**config.mk**
```make
export PLATFORM = sky130hd
export DESIGN_NAME = tldq_ctrl
export DESIGN_NICKNAME = d
export VERILOG_FILES = /design/src/rtl/core/tldq_pkg.sv /design/src/rtl/core/tldq_ctrl.sv
export VERILOG_INCLUDE_DIRS = /design/src /design/src/rtl/core
export SDC_FILE = /design/constraint.sdc
export NUM_CORES = 1
export LEC_CHECK = 0
export BUFFER_PORTS_ARGS = -buffer_cell sky130_fd_sc_hd__buf_2
export CORE_AREA = 2 2 39 41
export DETAILED_ROUTE_END_ITERATION = 8
export DIE_AREA = 0 0 41 43
export PLACE_DENSITY = 0.73
export SETUP_SLACK_MARGIN = 0.4
export SYNTH_ARGS = -nofsm -noshare
export SYNTH_HDL_FRONTEND = slang
export SYNTH_SLANG_ARGS = --single-unit
```
**constraint.sdc**
```tcl
create_clock -name clk -period 1.3 [get_ports clk]
set_input_delay 0.26 -clock clk [delete_from_list [all_inputs] [get_ports clk]]
set_output_delay 0.26 -clock clk [all_outputs]
set_load 0.005 [all_outputs]
```
**src/rtl/core/assert_macros.svh**
```systemverilog
// assertion macros for the rtl, included by the sequencer
`ifndef ASSERT_MACROS_SVH
`define ASSERT_MACROS_SVH
// a implies b on the same edge
`define ASSERT_IMPL(lbl, a, b) \
  lbl: assert property (@(posedge clk) disable iff (!rst_n) (a) |-> (b)) \
    else $error("assertion failed");
// a implies b on the next edge
`define ASSERT_NEXT(lbl, a, b) \
  lbl: assert property (@(posedge clk) disable iff (!rst_n) (a) |=> (b)) \
    else $error("assertion failed");
`endif

```
**src/rtl/core/tldq_pkg.sv**
```systemverilog
// shared types and constants for the distance query block
package tldq_pkg;
  localparam int VERT_W = 10;
  localparam int DEPTH_W = 6;
  localparam int TOUR_W = 11;
  localparam int ROW_W = 4;
  localparam int VAL_W = 30;
  localparam int CNT_W = 7;
  localparam int SparseRows = 11;
  localparam int TourLength = 2048;
  localparam int MaxDepth = 64;
  localparam logic [VAL_W-1:0] NO_PATH = 30'd999999999;

  typedef enum logic [2:0] {
    ACT_QUERY = 3'd0, ACT_TOUR = 3'd1, ACT_DEPTH = 3'd2, ACT_SPARSE = 3'd3,
    ACT_LABEL = 3'd4, ACT_HUBPOS = 3'd5, ACT_HUBCNT = 3'd6, ACT_NONE = 3'd7
  } action_t;

  // last member sits in the lowest bits, matching the tdata layout
  typedef struct packed {
    logic [VAL_W-1:0] value;
    logic [ROW_W-1:0] row;
    logic [TOUR_W-1:0] slot;
    logic [VERT_W-1:0] other_vertex;
    logic [VERT_W-1:0] vertex;
    logic [2:0] action;
  } item_t;

  // datapath commands
  typedef enum logic [3:0] {
    CMD_IDLE, CMD_LOAD, CMD_TOUR, CMD_SPAN, CMD_SPARSE, CMD_LCA, CMD_DEPTH,
    CMD_ANC, CMD_HCNT, CMD_HUB, CMD_PAIR, CMD_SUM, CMD_CLEAR
  } cmd_t;

  typedef struct packed {
    logic same;
    logic anc;
    logic loop_done;
    logic clear_done;
  } status_t;
endpackage

```
**src/rtl/core/tldq_ctrl.sv**
```systemverilog
// sequencer for loads and queries
module tldq_ctrl (
  input  logic                clk,
  input  logic                rst_n,
  input  logic                in_fire,
  input  logic [2:0]          action,
  input  tldq_pkg::status_t   status,
  input  logic                out_tready,
  output logic                busy,
  output logic                out_tvalid,
  output logic                zero_sel,
  output tldq_pkg::cmd_t      cmd
);
  import tldq_pkg::*;
  `include "assert_macros.svh"

  typedef enum logic [3:0] {
    S_IDLE, S_TOUR, S_SPAN, S_SPARSE, S_LCA, S_DEPTH, S_SEL, S_ANC, S_HCNT,
    S_HUB, S_PAIR, S_SUM, S_OUT, S_CLEAR
  } state_t;
  state_t state_r;
  logic zero_r;

  always_ff @(posedge clk) begin
    if (!rst_n) begin
      state_r <= S_CLEAR;
      zero_r <= 1'b0;
    end else begin
      unique case (state_r)
        S_CLEAR: if (status.clear_done) state_r <= S_IDLE;
        S_IDLE:
          if (in_fire && action == ACT_QUERY) begin
            zero_r <= status.same;
            state_r <= status.same ? S_OUT : S_TOUR;
          end
        S_TOUR: state_r <= S_SPAN;
        S_SPAN: state_r <= S_SPARSE;
        S_SPARSE: state_r <= S_LCA;
        S_LCA: state_r <= S_DEPTH;
        S_DEPTH: state_r <= S_SEL;
        S_SEL: state_r <= status.anc ? S_ANC : S_HCNT;
        S_ANC: state_r <= S_OUT;
        S_HCNT: state_r <= S_HUB;
        S_HUB: state_r <= status.loop_done ? S_OUT : S_PAIR;
        S_PAIR: state_r <= S_SUM;
        S_SUM: state_r <= S_HUB;
        S_OUT: if (out_tready) state_r <= S_IDLE;
        default: state_r <= S_IDLE;
      endcase
    end
  end

  always_comb begin
    unique case (state_r)
      S_CLEAR: cmd = CMD_CLEAR;
      S_IDLE: cmd = (in_fire && action != ACT_QUERY) ? CMD_LOAD : CMD_IDLE;
      S_TOUR: cmd = CMD_TOUR;
      S_SPAN: cmd = CMD_SPAN;
      S_SPARSE: cmd = CMD_SPARSE;
      S_LCA: cmd = CMD_LCA;
      S_DEPTH: cmd = CMD_DEPTH;
      S_ANC: cmd = CMD_ANC;
      S_HCNT: cmd = CMD_HCNT;
      S_HUB: cmd = status.loop_done ? CMD_IDLE : CMD_HUB;
      S_PAIR: cmd = CMD_PAIR;
      S_SUM: cmd = CMD_SUM;
      default: cmd = CMD_IDLE;
    endcase
  end

  assign busy = (state_r != S_IDLE);
  assign out_tvalid = (state_r == S_OUT);
  assign zero_sel = zero_r;

  `ASSERT_IMPL(a_no_accept_busy, in_fire, state_r == S_IDLE)
  `ASSERT_NEXT(a_out_leaves, out_tvalid && out_tready, state_r == S_IDLE)
  `ASSERT_NEXT(a_query_starts, in_fire && action == ACT_QUERY, state_r != S_IDLE)
endmodule

```
==> summary.txt, run 1 <==
Power and ir drop
  • PD cells: 1756 nW/µm²
  • Peak supply drop: 0.001009 V
  • P_leak: 0.3825 nW

Clock tree
  • H-tree lvl count: 1
  • Clk_lat worst skew: 0.25 ns
  • Cts bufs inserted: 3
  • Clock transition at the registers of the reported paths: 0.05 ns
  • Post-CTS Hold Buffers: 0
  • CTS tree: done
  • Max clock buf depth: 2
  • Num Clock Sinks: 5
  • Clk root buf: clkbuf_4

STA
  • Slew margin rel.: 0.8180
  • Worst Clk Skew: 0.003553 ns
  • RSZ-0062 raised after global routing: yes
  • Final setup viols: 8
  • Tightest Pin Transition: 0.2718 ns
  • Hold Fails Final Rpt: 0
  • Max Clk Rate: 672.1 MHz
  • Worst Setup Slack, final: -0.1880 ns
  • Minimum clock period: 1.488 ns
  • Setup TNS: -0.7269 ns
  • Fin crit share: 1.145
  • Max Slew Vio Count: 0

Global routing
  • Via count of the first global-routing pass: 576
  • Largest net degree at the start of global routing: 11
  • First-pass GRT wire length: 2.497 mm
  • Initial antenna violation count: 0
  • GR Overflow Total: 0
  • Total track usage: 0.2068

Routing
  • Routed Wire Length: 1.700 mm
  • DR iter-0 viols: 11
  • DR pass1 iterations: 4
  • Via/cell ratio: 5.633
  • Via Count: 614
  • DR WL/cell: 15.60 µm
  • Antenna viol nets, final: 0
  • DRC violations left: 0

Worst setup path
  • Crit Path Max Fanout: 5
  • R2R cell count: 6
  • Crit path required time: 1.04 ns
  • Worst setup SP type: flip-flop
  • Crit path kind: flip-flop to primary output
  • Worst setup EP type: primary output
  • Arrival time worst endpoint: 1.23 ns

Floorplan
  • Initial core utilization: 0.3300
  • I/O pins: 18
  • Die area: 1763 µm²
  • Die Span Y: 43 µm
  • Core ar.: 1384 µm²
  • Die W: 41 µm
  • Row cnt: 14

Yosys
  • Post-synthesis simple-gate area fraction: 0.2521
  • Largest cells by area after synthesis: dfxtp_1 22%, o21ai_0 5.5%, a31oi_1 4.1%
  • Post-synth top cells: 5 x dfxtp_1, 5 x nand2_1, 5 x o21ai_0
  • Register area share after synthesis: 0.2192
  • Main synth FF type: dfxtp_1
  • #FFs+latches synth: 5
  • Synth Cell Area: 456.7 µm²
  • Gate Count Post-Synth: 60
  • Syn_nets: 71
  • Synth area leader: dfxtp_1
  • Mux contribution to synthesized area: 0.07123
  • Synth top area share: 0.2192
  • Largest family of logic cells by synthesized area: compound AO/OA/AOI/OAI gates
  • Syn. warnings: 0
  • Adder-cell share of the synthesized area: 0
  • Post-Syn Area per Cell: 7.611 µm²
  • Synth Area in Compound Gates: 0.3562
  • Post-synth ARST share: 0
  • Count of cell types in the netlist: 30
  • Area share of xor/xnor cells in the synthesized design: 0.01918
  • Post-synth EDFFs: 0

Cells and area
  • Nets: 105
  • Layout cells sized above 1: 0.6667
  • Layout area overhead: 86.85%
  • # diodes: 0
  • Design Area, Final: 853.3 µm²

Placed design
  • Placed cell area: 650.6 µm²
  • Gpl congestion: 0.8640
  • Number of port buffers: 17
  • Dpl hpwl: 898.5 µm

Run status
  • Failing checks: negative setup slack
  • Status: finished with violations

Worst hold path
  • Min-delay worst type: primary input to flip-flop
  • Worst hold stages: 2

Flow run
  • MaxCap Viol Count: 0
## flip-flops by register name, indices dropped and copies added, names as in the netlist
name	count
state_r	4
zero_sel	1
## power by group
group,internal (W),switching [W]
Clock,0.000117,0.0000781
Combinational,0.000544,0.000428
Sequential,0.000212,0.000119
Total,0.000874,0.000625
## cell usage in the layout (no fill, tap or decap), types with 3 or more instances in the layout
master / instances
nand2_1: 3
clkbuf_4: 3
buf_2: 16
a31oi_1: 3
buf_6: 12
buf_4: 6
dfxtp_4: 4
## layer usage
metal / share of wire / vias up / GRT usage
li1: - / 292 / -
met1: 0.39 / 298 / 0.2379
met2: 0.56 / 20 / 0.3500
met3: 0.038 / 4 / 0.02094
met4: 0.0094 / 0 / 0.1067
met5: 0 / - / 0
## path summary, 6_finish.rpt
path	start	end	slack (ns)
hold reg to reg	zero_sel	zero_sel	0.59
setup / recovery	state_r[0]	cmd[0]	-0.19
setup reg to reg	state_r[1]	zero_sel	-0.03
hold / removal	rst_n	state_r[1]	0.28
## cell families (layout without fill, tap and decap cells)
| family | count (synthesis) | count (layout) |
|---|---|---|
| mux | 3 | 3 |
| flops | 5 | 5 |
| xor+xnor | 1 | 1 |
| simple gates | 19 | 19 |
| compound gates | 24 | 24 |
| buf+inv | 8 | 41 |
## critical path, stage by stage (launching register included)
cell	delay, ns
dfxtp_4	0.40
nand2b_4	0.16
nor2_1	0.04
a31oi_1	0.15
o22ai_1	0.09
buf_2	0.13
## per-stage QoR
step | hold slack [ns] | total power [W] | worst slack [ns] | util | instances
floorplan | 0.3817 | 0.0008002 | 0.1374 | - | 60
global placement | 0.5114 | 0.0009448 | -0.06539 | 0.4702 | 96
detailed placement | 0.5196 | 0.0009483 | -0.07528 | 0.4702 | 96
CTS | 0.2733 | 0.001353 | -0.1438 | 0.5714 | 107
global route | 0.2935 | 0.001573 | -0.2177 | 0.6166 | 109
finish | 0.2842 | 0.001499 | -0.1880 | 0.6166 | 109
## layout make-up
class,count,area [µm²]
clock buffer,4,26.28
fill,112,530.5
inverter,3,11.26
multi-input combinational,47,419.2
sequential,5,116.4
tap,16,20.02
timing repair buffer,34,260.3
## what timing repair did
item | CTS | global route
setup buffers | 7 | 2
resized for setup | 20 | 10
endpoints found under the setup margin | 12 | 12
pin swaps | 3 | 6
gates cloned | 0 | 0
(Power assumes the default switching activity.)
==> run 2: changes to the inputs <==
Settings changed: ABC_AREA set to 1, CTS_CLUSTER_SIZE set to 25, PLACE_DENSITY 0.73 to 0.76.
==> summary.txt, run 2 <==
Yosys
  • #FFs+latches synth: 5
  • Syn_nets: 100
  • Post-synth top cells: 28 x nand2_1, 12 x inv_1, 10 x nor2_1, 8 x nand3_1, 6 x inv_2
  • Post-synthesis simple-gate area fraction: 0.5769
  • Gate Count Post-Synth: 89
  • Synth top area share: 0.2154
  • Synth Cell Area: 488.0 µm²
  • Largest family of logic cells by synthesized area: simple AND/OR/NAND/NOR gates
  • Synth area leader: nand2_1
  • Count of cell types in the netlist: 16
  • Post-synth ARST share: 0
  • Synth Area in Compound Gates: 0.07949
  • Largest cells by area after synthesis: nand2_1 22%, dfxtp_1 21%, inv_1 9.2%
  • Main synth FF type: dfxtp_1
  • Mux contribution to synthesized area: 0
  • Post-Syn Area per Cell: 5.483 µm²
  • Post-synth EDFFs: 0
  • Most common cell in the netlist: nand2_1
  • Adder-cell share of the synthesized area: 0
  • Syn. warnings: 0
  • Register area share after synthesis: 0.2051
  • Area share of xor/xnor cells in the synthesized design: 0

Cells and area
  • Reg with most FFs: state_r
  • Layout cells sized above 1: 0.6000
  • # diodes: 0
  • Commonest non-fill, non-tap cell in the layout: nand2_1
  • Layout area overhead: 76.92%
  • Nets: 132
  • Largest register FFs: 4
  • Most frequent cells in the layout: 21 x nand2_1, 16 x buf_2, 9 x inv_1
  • Fill cells: 136
  • Design Area, Final: 863.3 µm²

Floorplan
  • I/O pins: 18
  • Die area: 1763 µm²
  • Die Span Y: 43 µm
  • Row cnt: 14
  • Initial core utilization: 0.3526
  • Die W: 41 µm
  • Core ar.: 1384 µm²

Worst setup path
  • Crit Path Max Fanout: 4
  • Crit path kind: flip-flop to primary output
  • Worst setup EP type: primary output
  • CP max-delay cell: dfxtp_4
  • Worst setup SP type: flip-flop
  • Slowest stage delay, CP: 0.36 ns
  • Arrival time worst endpoint: 1.21 ns
  • WP buf/inv: 2
  • Most frequent CP cell: nor2_4
  • Top cell family by delay on the critical path: simple AND/OR/NAND/NOR gates
  • Cells along the critical path: nor2_4 > inv_2 > nor2_4 > nand3_2 > nand4_1 > buf_2
  • Crit path required time: 1.04 ns

Global routing
  • Via count of the first global-routing pass: 568
  • First-pass GRT wire length: 2.214 mm
  • GR Overflow Total: 0
  • Largest net degree at the start of global routing: 7
  • Initial antenna violation count: 0
  • Total track usage: 0.1827

Clock tree
  • H-tree lvl count: 1
  • Clk root buf: clkbuf_4
  • Cts bufs inserted: 3
  • Clock transition at the registers of the reported paths: 0.04 ns
  • CTS tree: done
  • Num Clock Sinks: 5
  • Post-CTS Hold Buffers: 0
  • Max clock buf depth: 2
  • Clk_lat worst skew: 0.25 ns

STA
  • RSZ-0062 raised after global routing: yes
  • Minimum clock period: 1.473 ns
  • Hold Fails Final Rpt: 0
  • Tightest Pin Transition: 0.2199 ns
  • Fin crit share: 1.133
  • Slew margin rel.: 0.8518
  • Max Clk Rate: 678.7 MHz
  • Worst Clk Skew: 0.001729 ns
  • Final setup viols: 6
  • Max Slew Vio Count: 0
  • Worst Setup Slack, final: -0.1734 ns

Power and ir drop
  • Switching portion of total power: 0.5011
  • Pint: 0.0009353 W
  • PD cells: 2171 nW/µm²
  • Sequential share of power: 0.215
  • Switch Pwr: 0.0009393 W
  • P_leak: 0.4296 nW
  • Clk network pwr share: 0.098
  • Peak supply drop: 0.001108 V
  • Logic pwr share: 0.687
  • Total power: 0.001875 W

Run status
  • Status: finished with violations
  • Failing checks: negative setup slack

Flow run
  • MaxCap Viol Count: 0

Placed design
  • Gpl congestion: 0.8273
  • Number of port buffers: 17
  • Dpl hpwl: 1.072 mm
  • Placed cell area: 659.4 µm²

Routing
  • Routed Wire Length: 1.544 mm
  • Via/cell ratio: 4.750
  • Via Count: 646
  • DR WL/cell: 11.35 µm
  • Antenna viol nets, final: 0
  • DR iter-0 viols: 23
  • DR pass1 iterations: 4
  • DRC violations left: 0

Worst hold path
  • Min-delay worst type: primary input to flip-flop
run 2: final cells by class:
class	count	area [µm²]	share of cell area
clock buffers	4	26.28	0.03043
inverters	18	77.57	0.08986
flip-flops and latches	5	116.4	0.1348
well taps	16	20.02	0.02319
multi-input cells	66	434.2	0.5029
repair buffers	27	188.9	0.2188
run 2: final timing paths:
kind                    from          to  slack [ns]  cells past startpoint
setup / recovery  state_r[2]      cmd[0]       -0.17                      6
hold / removal         rst_n  state_r[0]        0.27                      4
hold reg to reg     zero_sel    zero_sel        0.51                      2
setup reg to reg  state_r[0]  state_r[0]        0.02                     10
run 2: timing repair:
| item | in CTS | in global routing |
|---|---|---|
| gates resized for setup | 18 | 15 |
| setup endpoints to repair | 12 | 12 |
| pin swaps | 9 | 9 |
| gates cloned | 0 | 0 |
| setup buffers | 4 | 4 |
run 2: per-layer routing:
metal | routed length (µm) | global-route usage
met4 | 20 | 0.08000
met5 | 0 | 0
met3 | 96 | 0.01571
met2 | 851 | 0.3219
met1 | 575 | 0.2058
run 2: logic make-up after synthesis:
logic type | Yosys count
flip-flops | 5
AO/OA/AOI/OAI | 7
buffers and inverters | 18
AND/OR/NAND/NOR | 59
run 2: per-stage QoR:
| stage | std cells | util | setup slack, ns | TNS (ns) | hold WS [ns] |
|---|---|---|---|---|---|
| after floorplan | 89 | - | 0.2016 | 0 | 0.4012 |
| after global placement | 124 | 0.4765 | 0.06102 | 0 | 0.4627 |
| after detailed placement | 124 | 0.4765 | 0.04622 | 0 | 0.4774 |
| after CTS | 132 | 0.5606 | -0.1698 | -0.6334 | 0.2738 |
| after global routing | 136 | 0.6239 | -0.2351 | -1.122 | 0.2887 |
| final | 136 | 0.6239 | -0.1734 | -0.7276 | 0.2687 |
run 2: power groups by stage:
stage	Combinational [W]	Sequential [W]	Clock (W)
after global routing	0.00141	0.000422	0.000195
after global placement	0.000957	0.000367	0
after CTS	0.00112	0.000390	0.000186
after detailed placement	0.000976	0.000369	0
final	0.00129	0.000404	0.000183
after floorplan	0.000697	0.000357	0
run 2: worst reg2reg max path, stage by stage, from the launching register on:
cell and delay, ns:
dfxtp_4 0.41, inv_4 0.07, nand2_4 0.07, nor2_4 0.05, buf_6 0.12, buf_6 0.11
buf_6 0.10, nand2_2 0.04, nand4_1 0.09, nand2_1 0.08, nand2_1 0.05
